<file path="src/rtl/core/rhc_pkg.sv">
`default_nettype none

package rhc_pkg;

    // Channel and result widths.
    localparam int CH_W   = 8;
    localparam int HUE_W  = 16;

    // Hue division: 10922 * |diff| fits in 22 bits, the quotient in 14.
    localparam int HNUM_W = 22;
    localparam int HQ_W   = 14;

    // Saturation division: span * 255 fits in 16 bits, the quotient in 8.
    localparam int SNUM_W = 16;
    localparam int SQ_W   = 8;

    // Quotient bits resolved per divider stage.
    localparam int BPS     = 2;
    localparam int DIV_STG = HQ_W / BPS;
    localparam int SAT_STG = SQ_W / BPS;

    // Pipeline depth: two front stages, the divider, one output stage.
    localparam int FRONT_STG = 2;
    localparam int NSTG      = FRONT_STG + DIV_STG + 1;

    // Hue circle constants.
    localparam logic [HQ_W-1:0]  HUE_SEXTANT    = 14'd10922;
    localparam logic [HUE_W-1:0] HUE_GREEN_BASE = 16'd21845;
    localparam logic [HUE_W-1:0] HUE_BLUE_BASE  = 16'd43690;
    localparam logic [HUE_W-1:0] HUE_WRAP       = 16'd65535;
    localparam logic [CH_W-1:0]  CHAN_FULL      = 8'd255;

    // Which channel holds the maximum.
    typedef enum logic [1:0] {
        SEC_RED,
        SEC_GREEN,
        SEC_BLUE
    } t_sector;

    // Side information that travels with a pixel through the divider.
    typedef struct packed {
        logic [CH_W-1:0] value;
        t_sector         sector;
        logic            neg;
        logic            grey;
    } t_side;

endpackage

`default_nettype wire

</file>
<file path="src/rtl/core/rhc_front.sv">
`default_nettype none

module rhc_front (
    input  wire logic                        i_clk,
    input  wire logic [1:0]                  i_en,
    input  wire logic [rhc_pkg::CH_W-1:0]    i_red,
    input  wire logic [rhc_pkg::CH_W-1:0]    i_green,
    input  wire logic [rhc_pkg::CH_W-1:0]    i_blue,
    output logic      [rhc_pkg::HNUM_W-1:0]  o_hnum,
    output logic      [rhc_pkg::CH_W-1:0]    o_hden,
    output logic      [rhc_pkg::SNUM_W-1:0]  o_snum,
    output logic      [rhc_pkg::CH_W-1:0]    o_sden,
    output rhc_pkg::t_side                   o_side
);
    import rhc_pkg::*;

    logic [CH_W-1:0] n_hi;
    logic [CH_W-1:0] n_lo;
    t_sector         n_sector;
    logic [CH_W:0]   n_diff;

    logic [CH_W-1:0] r1_value;
    logic [CH_W-1:0] r1_span;
    t_sector         r1_sector;
    logic            r1_neg;
    logic [CH_W-1:0] r1_mag;

    // Maximum with red, then green, winning ties; minimum; signed difference.
    always_comb begin
        n_hi = i_red;
        n_lo = i_red;
        if (i_green > n_hi) n_hi = i_green;
        if (i_blue > n_hi) n_hi = i_blue;
        if (i_green < n_lo) n_lo = i_green;
        if (i_blue < n_lo) n_lo = i_blue;
        if (n_hi == i_red) begin
            n_sector = SEC_RED;
            n_diff   = {1'b0, i_green} - {1'b0, i_blue};
        end else if (n_hi == i_green) begin
            n_sector = SEC_GREEN;
            n_diff   = {1'b0, i_blue} - {1'b0, i_red};
        end else begin
            n_sector = SEC_BLUE;
            n_diff   = {1'b0, i_red} - {1'b0, i_green};
        end
    end

    // Stage one keeps value, span, sector and the difference as sign and magnitude.
    always_ff @(posedge i_clk) begin
        if (i_en[0]) begin
            r1_value  <= n_hi;
            r1_span   <= n_hi - n_lo;
            r1_sector <= n_sector;
            r1_neg    <= n_diff[CH_W];
            r1_mag    <= n_diff[CH_W] ? CH_W'(-n_diff) : n_diff[CH_W-1:0];
        end
    end

    // Stage two forms both dividends.
    always_ff @(posedge i_clk) begin
        if (i_en[1]) begin
            o_hnum        <= HNUM_W'(r1_mag) * HNUM_W'(HUE_SEXTANT);
            o_hden        <= r1_span;
            o_snum        <= SNUM_W'(r1_span) * SNUM_W'(CHAN_FULL);
            o_sden        <= r1_value;
            o_side.value  <= r1_value;
            o_side.sector <= r1_sector;
            o_side.neg    <= r1_neg;
            o_side.grey   <= (r1_span == '0);
        end
    end

endmodule

`default_nettype wire

</file>
<file path="src/rtl/core/rhc_div.sv">
`default_nettype none

module rhc_div (
    input  wire logic                         i_clk,
    input  wire logic [rhc_pkg::DIV_STG-1:0]  i_en,
    input  wire logic [rhc_pkg::HNUM_W-1:0]   i_hnum,
    input  wire logic [rhc_pkg::CH_W-1:0]     i_hden,
    input  wire logic [rhc_pkg::SNUM_W-1:0]   i_snum,
    input  wire logic [rhc_pkg::CH_W-1:0]     i_sden,
    input  rhc_pkg::t_side                    i_side,
    output logic      [rhc_pkg::HQ_W-1:0]     o_hq,
    output logic      [rhc_pkg::SQ_W-1:0]     o_sq,
    output rhc_pkg::t_side                    o_side
);
    import rhc_pkg::*;

    // Remainders and divisors are kept only where a later stage reads them.
    logic [HNUM_W-1:0] r_hrem [DIV_STG-1];
    logic [CH_W-1:0]   r_hden [DIV_STG-1];
    logic [HQ_W-1:0]   r_hq   [DIV_STG];
    logic [SNUM_W-1:0] r_srem [SAT_STG-1];
    logic [CH_W-1:0]   r_sden [SAT_STG-1];
    logic [SQ_W-1:0]   r_sq   [DIV_STG];
    t_side             r_side [DIV_STG];

    for (genvar j = 0; j < DIV_STG; j++) begin : g_stg
        localparam int K0 = HQ_W - 1 - BPS * j;

        logic [HNUM_W-1:0] in_hrem;
        logic [CH_W-1:0]   in_hden;
        logic [HQ_W-1:0]   in_hq;
        logic [SQ_W-1:0]   in_sq;
        t_side             in_side;
        logic [HNUM_W-1:0] h_trial;
        logic [HNUM_W-1:0] n_hrem;
        logic [HQ_W-1:0]   n_hq;
        logic [SQ_W-1:0]   n_sq;

        // Stage inputs come from the ports or from the previous stage.
        if (j == 0) begin : g_head
            assign in_hrem = i_hnum;
            assign in_hden = i_hden;
            assign in_hq   = '0;
            assign in_sq   = '0;
            assign in_side = i_side;
        end else begin : g_link
            assign in_hrem = r_hrem[j-1];
            assign in_hden = r_hden[j-1];
            assign in_hq   = r_hq[j-1];
            assign in_sq   = r_sq[j-1];
            assign in_side = r_side[j-1];
        end

        // Restoring division of the hue numerator, two quotient bits here.
        always_comb begin
            n_hrem  = in_hrem;
            n_hq    = in_hq;
            h_trial = '0;
            for (int b = 0; b < BPS; b++) begin
                h_trial = HNUM_W'(in_hden) << (K0 - b);
                n_hq    = {n_hq[HQ_W-2:0], 1'b0};
                if (n_hrem >= h_trial) begin
                    n_hrem  = n_hrem - h_trial;
                    n_hq[0] = 1'b1;
                end
            end
        end

        // Saturation runs in the first stages and then rides along.
        if (j < SAT_STG) begin : g_sdiv
            localparam int KS0 = SQ_W - 1 - BPS * j;

            logic [SNUM_W-1:0] in_srem;
            logic [CH_W-1:0]   in_sden;
            logic [SNUM_W-1:0] s_trial;
            logic [SNUM_W-1:0] n_srem;

            if (j == 0) begin : g_shead
                assign in_srem = i_snum;
                assign in_sden = i_sden;
            end else begin : g_slink
                assign in_srem = r_srem[j-1];
                assign in_sden = r_sden[j-1];
            end

            always_comb begin
                n_srem  = in_srem;
                n_sq    = in_sq;
                s_trial = '0;
                for (int b = 0; b < BPS; b++) begin
                    s_trial = SNUM_W'(in_sden) << (KS0 - b);
                    n_sq    = {n_sq[SQ_W-2:0], 1'b0};
                    if (n_srem >= s_trial) begin
                        n_srem  = n_srem - s_trial;
                        n_sq[0] = 1'b1;
                    end
                end
            end

            if (j < SAT_STG - 1) begin : g_sreg
                always_ff @(posedge i_clk) begin
                    if (i_en[j]) begin
                        r_srem[j] <= n_srem;
                        r_sden[j] <= in_sden;
                    end
                end
            end
        end else begin : g_spass
            assign n_sq = in_sq;
        end

        if (j < DIV_STG - 1) begin : g_hreg
            always_ff @(posedge i_clk) begin
                if (i_en[j]) begin
                    r_hrem[j] <= n_hrem;
                    r_hden[j] <= in_hden;
                end
            end
        end

        always_ff @(posedge i_clk) begin
            if (i_en[j]) begin
                r_hq[j]   <= n_hq;
                r_sq[j]   <= n_sq;
                r_side[j] <= in_side;
            end
        end
    end

    assign o_hq   = r_hq[DIV_STG-1];
    assign o_sq   = r_sq[DIV_STG-1];
    assign o_side = r_side[DIV_STG-1];

endmodule

`default_nettype wire

</file>
<file path="src/rtl/core/rhc_back.sv">
`default_nettype none

module rhc_back (
    input  wire logic                       i_clk,
    input  wire logic                       i_en,
    input  wire logic [rhc_pkg::HQ_W-1:0]   i_hq,
    input  wire logic [rhc_pkg::SQ_W-1:0]   i_sq,
    input  rhc_pkg::t_side                  i_side,
    output logic      [rhc_pkg::HUE_W-1:0]  o_hue,
    output logic      [rhc_pkg::CH_W-1:0]   o_sat,
    output logic      [rhc_pkg::CH_W-1:0]   o_value
);
    import rhc_pkg::*;

    logic [HUE_W-1:0] n_hue;
    logic [HUE_W-1:0] hq_ext;

    assign hq_ext = HUE_W'(i_hq);

    // Sextant offset plus or minus the quotient; a negative red hue wraps.
    always_comb begin
        n_hue = '0;
        if (!i_side.grey) begin
            unique case (i_side.sector)
                SEC_RED: begin
                    if (i_side.neg && (i_hq != '0)) begin
                        n_hue = HUE_WRAP - hq_ext;
                    end else begin
                        n_hue = hq_ext;
                    end
                end
                SEC_GREEN: begin
                    n_hue = i_side.neg ? HUE_GREEN_BASE - hq_ext : HUE_GREEN_BASE + hq_ext;
                end
                SEC_BLUE: begin
                    n_hue = i_side.neg ? HUE_BLUE_BASE - hq_ext : HUE_BLUE_BASE + hq_ext;
                end
                default: begin
                    n_hue = '0;
                end
            endcase
        end
    end

    // Output register; a grey or black pixel has zero saturation.
    always_ff @(posedge i_clk) begin
        if (i_en) begin
            o_hue   <= n_hue;
            o_sat   <= i_side.grey ? '0 : i_sq;
            o_value <= i_side.value;
        end
    end

endmodule

`default_nettype wire

</file>
<file path="src/rtl/core/rgb_to_hsv_convert.sv">
// Channel   Direction  Handshake          Payload
// pixel     in         i_valid / o_ready  i_red_in, i_green_in, i_blue_in
// hsv       out        o_valid / i_ready  o_hue_out, o_saturation_out, o_value_out
//
// Ten register stages: min/max, dividends, seven divider stages, output.
// A pixel passes every stage from transfer in to result valid; one pixel per cycle while the output is not stalled.
// The divider stages, two quotient bits each, set the depth.
// Reset clears only the stage valid bits; the data path needs no reset.
// A stalled output holds; any empty stage lets the stages before it keep moving.
`default_nettype none

module rgb_to_hsv_convert (
    input  wire logic                        i_clk,
    input  wire logic                        i_rst_n,
    input  wire logic                        i_valid,
    output logic                             o_ready,
    input  wire logic [rhc_pkg::CH_W-1:0]    i_red_in,
    input  wire logic [rhc_pkg::CH_W-1:0]    i_green_in,
    input  wire logic [rhc_pkg::CH_W-1:0]    i_blue_in,
    output logic                             o_valid,
    input  wire logic                        i_ready,
    output logic      [rhc_pkg::HUE_W-1:0]   o_hue_out,
    output logic      [rhc_pkg::CH_W-1:0]    o_saturation_out,
    output logic      [rhc_pkg::CH_W-1:0]    o_value_out
);
    import rhc_pkg::*;

    logic [NSTG-1:0]   r_vld;
    logic [NSTG-1:0]   stg_en;

    logic [HNUM_W-1:0] f_hnum;
    logic [CH_W-1:0]   f_hden;
    logic [SNUM_W-1:0] f_snum;
    logic [CH_W-1:0]   f_sden;
    t_side             f_side;
    logic [HQ_W-1:0]   d_hq;
    logic [SQ_W-1:0]   d_sq;
    t_side             d_side;

    // A stage may load when it is empty or when its content moves on.
    always_comb begin
        stg_en[NSTG-1] = !r_vld[NSTG-1] || i_ready;
        for (int k = NSTG - 2; k >= 0; k--) begin
            stg_en[k] = !r_vld[k] || stg_en[k+1];
        end
    end

    // Valid bits travel with the data.
    always_ff @(posedge i_clk) begin
        if (!i_rst_n) begin
            r_vld <= '0;
        end else begin
            if (stg_en[0]) begin
                r_vld[0] <= i_valid;
            end
            for (int k = 1; k < NSTG; k++) begin
                if (stg_en[k]) begin
                    r_vld[k] <= r_vld[k-1];
                end
            end
        end
    end

    assign o_ready = stg_en[0];
    assign o_valid = r_vld[NSTG-1];

    rhc_front u_front (
        .i_clk   (i_clk),
        .i_en    (stg_en[FRONT_STG-1:0]),
        .i_red   (i_red_in),
        .i_green (i_green_in),
        .i_blue  (i_blue_in),
        .o_hnum  (f_hnum),
        .o_hden  (f_hden),
        .o_snum  (f_snum),
        .o_sden  (f_sden),
        .o_side  (f_side)
    );

    rhc_div u_div (
        .i_clk  (i_clk),
        .i_en   (stg_en[FRONT_STG+DIV_STG-1:FRONT_STG]),
        .i_hnum (f_hnum),
        .i_hden (f_hden),
        .i_snum (f_snum),
        .i_sden (f_sden),
        .i_side (f_side),
        .o_hq   (d_hq),
        .o_sq   (d_sq),
        .o_side (d_side)
    );

    rhc_back u_back (
        .i_clk   (i_clk),
        .i_en    (stg_en[NSTG-1]),
        .i_hq    (d_hq),
        .i_sq    (d_sq),
        .i_side  (d_side),
        .o_hue   (o_hue_out),
        .o_sat   (o_saturation_out),
        .o_value (o_value_out)
    );

endmodule

`default_nettype wire

</file>
<file path="config.mk">
export PLATFORM = sky130hd
export DESIGN_NAME = rgb_to_hsv_convert
export DESIGN_NICKNAME = d
export VERILOG_FILES = /design/src/rtl/core/rhc_pkg.sv /design/src/rtl/core/rhc_front.sv /design/src/rtl/core/rhc_div.sv /design/src/rtl/core/rhc_back.sv /design/src/rtl/core/rgb_to_hsv_convert.sv
export SDC_FILE = /design/constraint.sdc
export NUM_CORES = 1
export LEC_CHECK = 0
export BUFFER_PORTS_ARGS = -buffer_cell sky130_fd_sc_hd__buf_2
export CORE_MARGIN = 3
export CORE_UTILIZATION = 55
export CTS_BUF_LIST = sky130_fd_sc_hd__clkbuf_4
export DETAILED_ROUTE_END_ITERATION = 7
export PLACE_DENSITY = 0.74
export SYNTH_ARGS = -nofsm -noshare
export SYNTH_HDL_FRONTEND = slang
export SYNTH_SLANG_ARGS = --single-unit
export TNS_END_PERCENT = 1
</file>
<file path="constraint.sdc">
create_clock -name i_clk -period 5.7 [get_ports i_clk]
set_input_delay 0 -clock i_clk [delete_from_list [all_inputs] [get_ports i_clk]]
set_output_delay 0 -clock i_clk [all_outputs]
set_load 0.01 [all_outputs]
</file>
==> results of run 1 <==
[Yosys cell counts (51+ instances only)]
| master | n | area, um2 |
|---|---|---|
| nand2_1 | 203 | 762 |
| a21oi_1 | 219 | 1100 |
| xor2_1 | 79 | 692 |
| a21o_1 | 68 | 510 |
| clkbuf_1 | 54 | 203 |
| o21ai_0 | 180 | 901 |
| edfxtp_1 | 518 | 15600 |
| nor2b_1 | 56 | 350 |
| xnor2_1 | 138 | 1210 |
| nand4_1 | 54 | 338 |
| fa_1 | 66 | 1320 |
| inv_1 | 341 | 1280 |
| ha_1 | 304 | 3800 |
| nand2b_1 | 51 | 319 |
| nor2_1 | 257 | 965 |
[stage by stage]
| step | worst slack, ps | instances |
|---|---|---|
| floorplan | 214 | 3168 |
| global placement | 208 | 4020 |
| detailed placement | 104 | 4020 |
| CTS | 19.0 | 4309 |
| global route | -49.8 | 4318 |
| finish | 209 | 4318 |
[cell type report]
type / instances / area [um2] / share of cell area, %
Multi-Input combinational cell: 2235 / 16600 / 43.9
Sequential cell: 528 / 15800 / 41.6
Clock buffer: 192 / 1440 / 3.81
Timing Repair Buffer: 186 / 1380 / 3.66
Inverter: 343 / 1290 / 3.40
Tap cell: 782 / 978 / 2.59
Clock inverter: 46 / 380 / 1.00
Antenna cell: 6 / 15.0 / 0.0397
[path summary, 6_finish.rpt]
kind	from	end	slack, ps	cells after the start
worst min register to register	u_div.r_hq[5][2]	u_div.r_hq[6][4]	390	0
worst max-delay path	i_green_in[4]	u_front.r1_span[6]	210	29
worst max register to register	u_div.r_hrem[3][17]	u_div.r_hrem[4][16]	290	19
worst min-delay path	i_red_in[2]	u_front.r1_mag[2]	210	7
[cells by family after synthesis]
logic type	after synthesis
simple gates	872
compound gates	695
flops	528
buf+inv	405
fa+ha+maj	370
xor+xnor	217
mux	81
[repair_timing]
item,in CTS,in global routing
gates resized for setup,0,30
hold buffers,51,0
buffers inserted,0,3
setup endpoints to repair,0,91
hold endpoints to repair,103,0
[worst reg2reg max path, stage by stage, from the launching register on]
cell and delay (ps):
edfxtp_1 500, or4_1 520, or4_1 470, nor3_1 490, nand2_1 260, nor2_1 230, inv_1 180, mux2_2 330
ha_1 340, a21oi_1 160, o21bai_1 110, a21o_1 190, a21o_1 200, a21o_1 200, a21oi_1 200, and2_1 150
nand4_1 130, buf_4 210, a31oi_1 160, a31oi_1 80
[routing by layer]
layer,vias up,part of all wire [%],track usage (%)
li1,12000,-,-
met2,617,51,41.3
met1,11600,41,27.2
met5,-,0,0
met3,188,4.1,4.21
met4,0,3.5,10.5
[flip-flops by register name (all words and copies together), names as in the netlist, 9 cells and up]
register        flops
u_div.r_hq         56
u_back.o_hue       16
u_div.r_sden        9
r_vld              10
u_div.r_hden       45
u_front.o_hnum     21
u_div.r_srem       48
u_div.r_sq         44
u_div.r_hrem      126
u_front.o_snum     16
u_div.r_side       75
==> results.py, run 1 <==
metrics = {
    "final_layout": {
        "final_common_cell": "edfxtp_1",
        "fin_area_um2": 37800,
        "drive_above_1_share_pct": 12.7,
        "final_util_pct": 62.5,
        "area_growth_pct": 11.8,
        "fillCellCount": 4791,
        "fin_nets": 3830,
        "layout_common_cells": "edfxtp_1 (518), inv_1 (336), ha_1 (304), nor2_1 (257), a21oi_1 (217)",
    },
    "global_routing": {
        "grt_use_total_pct": 23.1,
        "grt_pass1_vias": 25100,
        "antenna_found_initial": 2,
        "grt_pass1_wl_mm": 120,
        "grt_start_max_net_pins": 69,
        "grt-ovfl-total": 0,
    },
    "critical_path": {
        "critPathKind": "in2reg",
        "critPathBufInv": 6,
        "worst-endpoint-arrival_ps": 6170,
        "worst_ep_required_time_ps": 6380,
        "crit_path_frequent_cell": "o21a_1",
        "critPathTopFamily": "compound AO/OA/AOI/OAI gates",
        "cp_max_fo": 16,
        "start_kind": "input pin",
        "endpoint_kind": "register",
        "crit_path_top_delay_cell": "dlygate4sd3_1",
        "cpPeakStageDelay_ps": 590,
    },
    "drt": {
        "vias_per_cell": 5.67,
        "ant_nets": 0,
        "drcViolationCount": 0,
        "post_drt_wl_per_cell_um": 16.9,
        "drt_wl_total_mm": 73.0,
        "detail_route.first_pass.iterations": 7,
        "drt_iter0_drc": 1531,
        "vias": 24500,
    },
    "yosys": {
        "synth_compound_area_share_pct": 12.8,
        "ys_ff_latch": 528,
        "synth_area_um2": 33800,
        "syn_nets": 3566,
        "synthMuxAreaShare_pct": 2.58,
        "synthAdderAreaFrac_pct": 15.1,
        "syn_inst": 3168,
        "synth_top_family_by_area": "adder cells",
        "synth-edff-count": 518,
        "syn_avg_cell_area_um2": 10.7,
        "synth_cell_types": 86,
        "synthSimpleGateAreaFrac_pct": 12.8,
        "synth_ff_type": "edfxtp_1",
        "yosysSeqAreaShare_pct": 46.5,
        "async_reset_ff_share_pct": 0,
        "ys_warn_count": 0,
        "synth-xor-area-share_pct": 5.61,
    },
    "timing": {
        "period_minus_slack_ps": 5490,
        "setup_violations": 0,
        "fin_skew_ps": 51.3,
        "drv_slew": 0,
        "slew_headroom_pct": 40.8,
        "max_freq_mhz": 182,
        "worst_pin_slew_ps": 888,
        "post-route-period-util_pct": 96.3,
        "hold_viol": 0,
        "setup_tns_ps": 0,
        "hold_ws_ps": 207,
    },
    "clock_tree": {
        "cts.clk_slew.worst_paths_ps": 60,
        "cts_buffer_depth": 3,
        "cts_inserted_buffers": 138,
        "cts_tree": "done",
        "cts_root_buf": "clkbuf_4",
        "clock_latency_ps": 940,
        "htreeDepth": 4,
        "clock_sinks": 528,
    },
    "floorplan": {
        "num_rows": 90,
        "ioPinCount": 62,
        "die_area_um2": 64600,
        "fp.coreArea_um2": 60600,
        "start_util_pct": 55.9,
        "die_x_um": 254,
        "fp.dieH_um": 254,
    },
    "place": {
        "placed_cell_area_um2": 35400,
        "gp_congestion": 0.969,
        "dp_hpwl_mm": 55.0,
        "port_buffers": 61,
    },
    "run_status": {
        "status": "finished clean",
    },
    "hold_path": {
        "hp-class": "in2reg",
    },
    "job": {
        "drv_cap": 0,
    },
}
Power of run 1 is not shown: default switching activity piles up to over one toggle a cycle in this logic, so the estimate is an artifact.
==> inputs of run 2 (changes only) <==
--- a/config.mk
+++ b/config.mk
@@ -6,11 +6,12 @@
 export NUM_CORES = 1
 export LEC_CHECK = 0
 export BUFFER_PORTS_ARGS = -buffer_cell sky130_fd_sc_hd__buf_2
-export CORE_MARGIN = 3
+export CORE_MARGIN = 2
 export CORE_UTILIZATION = 55
-export CTS_BUF_LIST = sky130_fd_sc_hd__clkbuf_4
+export CTS_BUF_LIST = sky130_fd_sc_hd__clkbuf_4 sky130_fd_sc_hd__clkbuf_8 sky130_fd_sc_hd__clkbuf_16
 export DETAILED_ROUTE_END_ITERATION = 7
 export PLACE_DENSITY = 0.74
+export SETUP_SLACK_MARGIN = 0.5
 export SYNTH_ARGS = -nofsm -noshare
 export SYNTH_HDL_FRONTEND = slang
 export SYNTH_SLANG_ARGS = --single-unit
==> run 2 against run 1 <==
Cell area hardly changed; setup slack improved by 430 ps; clock-buffer cell count is 120 lower; largest cell class unchanged; highest routed layer unchanged.
==> results.py, run 2 (synthesis gave the netlist of run 1 again) <==
metrics = {
    "clock_tree": {
        "clock_sinks": 528,
        "cts_tree": "done",
        "cts.clk_slew.worst_paths_ps": 60,
        "cts_inserted_buffers": 56,
        "cts_buffer_depth": 3,
        "clock_latency_ps": 630,
        "htreeDepth": 2,
        "cts_root_buf": "clkbuf_16",
    },
    "job": {
        "drv_cap": 0,
    },
    "global_routing": {
        "grt_use_total_pct": 22.9,
        "grt_pass1_wl_mm": 118,
        "grt_pass1_vias": 24300,
        "grt_start_max_net_pins": 69,
        "grt-ovfl-total": 0,
        "antenna_found_initial": 0,
    },
    "final_layout": {
        "seqCellArea_um2": 15800,
        "antennaDiodeCount": 0,
        "fin_nets": 3718,
        "area_growth_pct": 11.9,
        "final_common_cell": "edfxtp_1",
        "largest_reg_flops": 126,
        "fillCellCount": 4671,
        "layout_common_cells": "edfxtp_1 (518), inv_1 (330), ha_1 (304), nor2_1 (253), a21oi_1 (210)",
        "drive_above_1_share_pct": 11.4,
        "regMostFlops": "u_div.r_hrem",
        "top_regs": "u_div.r_hrem (126), u_div.r_side (75), u_div.r_hq (56)",
        "multiInputGateArea_um2": 16700,
    },
    "place": {
        "gp_congestion": 0.943,
        "dp_hpwl_mm": 54.7,
        "port_buffers": 61,
    },
    "timing": {
        "max_freq_mhz": 197,
        "period_minus_slack_ps": 5060,
        "slew_headroom_pct": 34.2,
        "setup_tns_ps": 0,
        "setup_violations": 0,
        "drv_slew": 0,
        "hold_viol": 0,
        "fin_skew_ps": 26.5,
        "post-route-period-util_pct": 88.8,
        "rsz0062_at_grt": "true",
        "worst_pin_slew_ps": 984,
    },
    "floorplan": {
        "start_util_pct": 55.9,
        "fp.dieH_um": 252,
        "num_rows": 90,
        "die_area_um2": 63500,
        "die_x_um": 252,
        "fp.coreArea_um2": 60600,
        "ioPinCount": 62,
    },
    "drt": {
        "ant_nets": 0,
        "drt_iter0_drc": 1485,
        "drcViolationCount": 0,
        "post_drt_wl_per_cell_um": 17.6,
        "drt_wl_total_mm": 72.8,
        "vias": 23900,
        "detail_route.first_pass.iterations": 5,
        "vias_per_cell": 5.77,
    },
    "hold_path": {
        "min_from": "i_green_in[0]",
        "hp-class": "in2reg",
    },
    "critical_path": {
        "cpPeakStageDelay_ps": 520,
        "critPathKind": "reg2reg",
        "critPathTopFamily": "compound AO/OA/AOI/OAI gates",
        "reg2reg_from": "u_front.r1_mag[2]",
        "endpoint": "u_front.o_hnum[21]",
        "r2r_end": "u_front.o_hnum[21]",
        "critPathBufInv": 2,
        "crit_path_top_delay_cell": "fa_1",
        "r2r_slack_ps": 640,
        "cp_cell_sequence": "ha_1 -> ha_1 -> inv_1 -> fa_1 -> fa_1 -> inv_1 -> ha_1 -> a21o_1 -> a21oi_1 -> o21bai_1 -> a21oi_1 -> o21ai_0 -> a21oi_1 -> o21bai_1 -> a21oi_1 -> o21bai_1 -> a21oi_1 -> o21bai_1 -> a21oi_1 -> xnor2_1",
        "cp.depth": 20,
        "start_kind": "register",
        "rr_worst_depth": 20,
        "cp_max_fo": 3,
        "worst_ep_required_time_ps": 6060,
        "crit_path_frequent_cell": "a21oi_1",
        "worst-endpoint-arrival_ps": 5430,
        "worstSetupStartpoint": "u_front.r1_mag[2]",
        "endpoint_kind": "register",
    },
    "run_status": {
        "status": "finished clean",
    },
}
-- run 2: changes by cell type in the layout (fill, tap and decap cells not counted), sizes merged --
| cell | before | now |
|---|---|---|
| buf | 135 | 143 |
| bufinv | 7 | 9 |
| clkbuf | 192 | 72 |
| clkinv | 33 | 17 |
| clkinvlp | 2 | 6 |
| diode | 6 | 0 |
| dlygate4sd3 | 51 | 12 |
| inv | 347 | 344 |
| nand4 | 54 | 55 |
-- run 2: what timing repair did --
| action | CTS | global route |
|---|---|---|
| pin swaps | 1 | 9 |
| endpoints found under the setup margin | 120 | 140 |
| buffers inserted | 1 | 25 |
| gates cloned | 0 | 1 |
| hold buffers | 12 | 0 |
| hold endpoints to repair | 17 | 0 |
| gates resized for setup | 26 | 66 |
-- run 2: worst register-to-register path: cells and delay by family (launching register included) --
family / cells / cell delay [ps]
buf+inv: 2 / 100
compound gates: 12 / 2190
fa+ha+maj: 5 / 2030
flops: 1 / 440
xor+xnor: 1 / 80
-- run 2: cell type report --
class	instances	area share, %
multi-input combinational	2236	44.2
sequential	528	41.6
clock buffer	72	4.19
inverter	343	3.40
timing repair buffer	155	2.85
tap	782	2.58
clock inverter	33	1.13
-- run 2: stage by stage --
stage	utilization, %	worst slack (ps)	hold slack (ps)	cell area [um2]	std cells
6_report	62.5	636	47.9	37900	4149
5_1_grt	62.5	351	46.3	37900	4149
4_1_cts	62.0	435	7.29	37500	4123
3_5_place_dp	58.4	47.9	260	35400	4005
3_3_place_gp	58.4	262	244	35400	4005
2_1_floorplan	-	444	139	33900	3168
-- run 2: worst min-delay path by stage --
stage                                     end  slack [ps]  depth (start not counted)
after floorplan                      r_vld[0]         140                          2
after CTS                 u_front.r1_value[0]           7                          4
after global routing      u_front.r1_value[0]          50                          4
final                     u_front.r1_value[0]          50                          4
after global placement               r_vld[0]         240                          3
after detailed placement             r_vld[0]         260                          3
-- run 2: routing by layer --
| metal | vias up | GRT usage (%) | share of wire [%] |
|---|---|---|---|
| li1 | 11700 | - | - |
| met1 | 11500 | 27.7 | 42 |
| met2 | 584 | 41.4 | 50 |
| met3 | 171 | 3.06 | 4.2 |
| met4 | 0 | 8.86 | 3.6 |
| met5 | - | 0 | 0 |
Power of run 2 is left out for the same reason.
==> inputs of run 3 (changes only) <==
--- a/config.mk
+++ b/config.mk
@@ -10,7 +10,7 @@
 export CORE_UTILIZATION = 55
 export CTS_BUF_LIST = sky130_fd_sc_hd__clkbuf_4 sky130_fd_sc_hd__clkbuf_8 sky130_fd_sc_hd__clkbuf_16
 export DETAILED_ROUTE_END_ITERATION = 7
-export PLACE_DENSITY = 0.74
+export PLACE_DENSITY = 0.71
 export SETUP_SLACK_MARGIN = 0.5
 export SYNTH_ARGS = -nofsm -noshare
 export SYNTH_HDL_FRONTEND = slang
==> constraint.sdc (replaced) <==
create_clock -name i_clk -period 6.5 [get_ports i_clk]
set_input_delay 0 -clock i_clk [delete_from_list [all_inputs] [get_ports i_clk]]
set_output_delay 0 -clock i_clk [all_outputs]
set_load 0.01 [all_outputs]
==> run 3 against run 2 <==
Hold slack improved by 0.79 ps; critical path depth increased by 3; flip-flop and latch count unchanged; fmax decreased by 12%; via count decreased by 1.3%; wire length decreased by 2.1%.
==> results.py, run 3 (synthesis gave the netlist of run 1 again) <==
metrics = {
    "run_status": {
        "status": "finished clean",
    },
    "clock_tree": {
        "cts_tree": "done",
        "cts.clk_slew.worst_paths_ps": 60,
        "cts_inserted_buffers": 55,
        "clock_sinks": 528,
        "cts_buffer_depth": 3,
        "htreeDepth": 2,
        "cts_root_buf": "clkbuf_16",
        "clock_latency_ps": 620,
    },
    "timing": {
        "hold_ws_ps": 48.7,
        "hold_viol": 0,
        "fin_skew_ps": 29.9,
        "setup_tns_ps": 0,
        "period_minus_slack_ps": 5770,
        "post-route-period-util_pct": 88.8,
        "setup_violations": 0,
        "drv_slew": 0,
        "rsz0062_at_grt": "true",
        "worst_pin_slew_ps": 999,
        "slew_headroom_pct": 33.4,
        "max_freq_mhz": 173,
    },
    "drt": {
        "met1Wirelength_mm": 30.2,
        "drcViolationCount": 0,
        "vias_per_cell": 5.75,
        "vias": 23600,
        "drt_iter0_drc": 1486,
        "post_drt_wl_per_cell_um": 17.4,
        "ant_nets": 0,
        "routed.top_layer": "met4",
        "route.met2.wl_mm": 36.6,
        "drt_wl_total_mm": 71.3,
        "detail_route.first_pass.iterations": 6,
        "wl_met3_mm": 2.74,
    },
    "critical_path": {
        "r2r_end": "u_div.r_srem[0][27]",
        "crit_path_frequent_cell": "o21ai_0",
        "critPathTopFamily": "compound AO/OA/AOI/OAI gates",
        "worst_ep_required_time_ps": 6870,
        "r2r_slack_ps": 730,
        "cp_max_fo": 17,
        "critPathKind": "reg2reg",
        "endpoint_kind": "register",
        "start_kind": "register",
        "critPathBufInv": 1,
        "rr_worst_depth": 23,
        "crit_path_top_delay_cell": "edfxtp_1",
        "worst-endpoint-arrival_ps": 6140,
        "cp_cell_sequence": "inv_1 -> ha_1 -> nor2b_1 -> o21ai_0 -> a21boi_0 -> o21ai_0 -> a21boi_0 -> o21ai_0 -> nand3b_1 -> a21o_2 -> mux2_2 -> ha_1 -> nor2b_1 -> o21ai_0 -> nand2b_1 -> and2_1 -> o21ai_0 -> nand2b_1 -> a21o_1 -> a21oi_1 -> and3_1 -> and3_2 -> mux2_2",
        "cpPeakStageDelay_ps": 440,
        "reg2reg_from": "u_div.r_side[0][5]",
    },
    "global_routing": {
        "grt_use_total_pct": 22.7,
        "antenna_found_initial": 1,
        "grt-ovfl-total": 0,
        "grt_pass1_wl_mm": 117,
        "grt_start_max_net_pins": 65,
        "grt_pass1_vias": 23800,
    },
    "final_layout": {
        "top_regs": "u_div.r_hrem (126), u_div.r_side (75), u_div.r_hq (56)",
        "antennaDiodeCount": 0,
        "fin_nets": 3673,
        "final_common_cell": "edfxtp_1",
        "regMostFlops": "u_div.r_hrem",
        "fillCellCount": 4798,
        "area_growth_pct": 9.91,
        "layout_common_cells": "edfxtp_1 (518), inv_1 (336), ha_1 (304), nor2_1 (257), a21oi_1 (218)",
        "largest_reg_flops": 126,
        "drive_above_1_share_pct": 9.03,
    },
    "hold_path": {
        "min_from": "i_green_in[6]",
        "hp-class": "in2reg",
        "whs_endpoint": "u_front.r1_value[6]",
        "whs_path_depth": 3,
    },
    "floorplan": {
        "die_x_um": 252,
        "fp.dieH_um": 252,
        "die_area_um2": 63500,
        "ioPinCount": 62,
        "fp.coreArea_um2": 60600,
        "num_rows": 90,
        "start_util_pct": 55.9,
    },
    "place": {
        "gp_congestion": 0.967,
        "dp_hpwl_mm": 54.4,
        "port_buffers": 61,
    },
    "job": {
        "drv_cap": 0,
    },
}
run 3: cell count changes in the layout (fill, tap and decap cells not counted), moves of 6 or more:
cell,before,now
buf_4,77,40
inv_1,330,336
a21oi_2,9,1
bufinv_16,9,3
a21oi_1,210,218
o21ai_1,31,9
inv_2,12,6
a21boi_0,17,24
o21ai_0,146,172
run 3: final cells by class:
type	instances	area (um2)	share of cell area, %
multi-input cells	2235	16600	44.6
well taps	782	978	2.63
inverters	343	1290	3.46
flip-flops and latches	528	15800	42.3
repair buffers	112	716	1.92
clock buffers	75	1600	4.31
clock inverters	28	256	0.689
run 3: worst max-delay path by stage:
| stage | start | end | slack, ps | cells after the start |
|---|---|---|---|---|
| 2_1_floorplan | i_green_in[4] | u_front.r1_span[7] | 1010 | 26 |
| 3_3_place_gp | i_green_in[4] | u_front.r1_span[7] | 650 | 24 |
| 3_5_place_dp | u_div.r_hden[1][1] | u_div.r_hrem[2][18] | 480 | 27 |
| 4_1_cts | u_div.r_hden[4][1] | u_div.r_hrem[5][21] | 470 | 24 |
| 5_1_grt | u_div.r_hden[1][1] | u_div.r_hrem[2][18] | 320 | 26 |
| 6_report | u_div.r_side[0][5] | u_div.r_srem[0][27] | 730 | 23 |
run 3: tightest hold or removal path, cell delays in order:
cell	delay, ps
buf_2	150
a21oi_1	180
a21oi_1	150
run 3: metal layers:
layer  track usage (%)  vias up
li1                  -    11600
met1              27.8    11400
met2              41.5      505
met3              2.87      133
met4              7.10        0
met5                 0        -
run 3: through the flow:
stage          area, um2  instances  utilization [%]  setup WS [ps]
2_1_floorplan      33800       3168                -           1010
5_1_grt            37200       4103             61.4            322
3_5_place_dp       35100       3980             58.0            479
3_3_place_gp       35100       3980             58.0            646
6_report           37200       4103             61.4            727
4_1_cts            37100       4094             61.2            475
run 3: what timing repair did:
| item | 4_1_cts | 5_1_grt |
|---|---|---|
| hold endpoints to repair | 17 | 0 |
| endpoints found under the setup margin | 4 | 105 |
| hold buffers | 11 | 0 |
| setup buffers | 0 | 9 |
| pin swaps | 0 | 1 |
| gates resized for setup | 1 | 20 |
Power of run 3 is left out for the same reason.
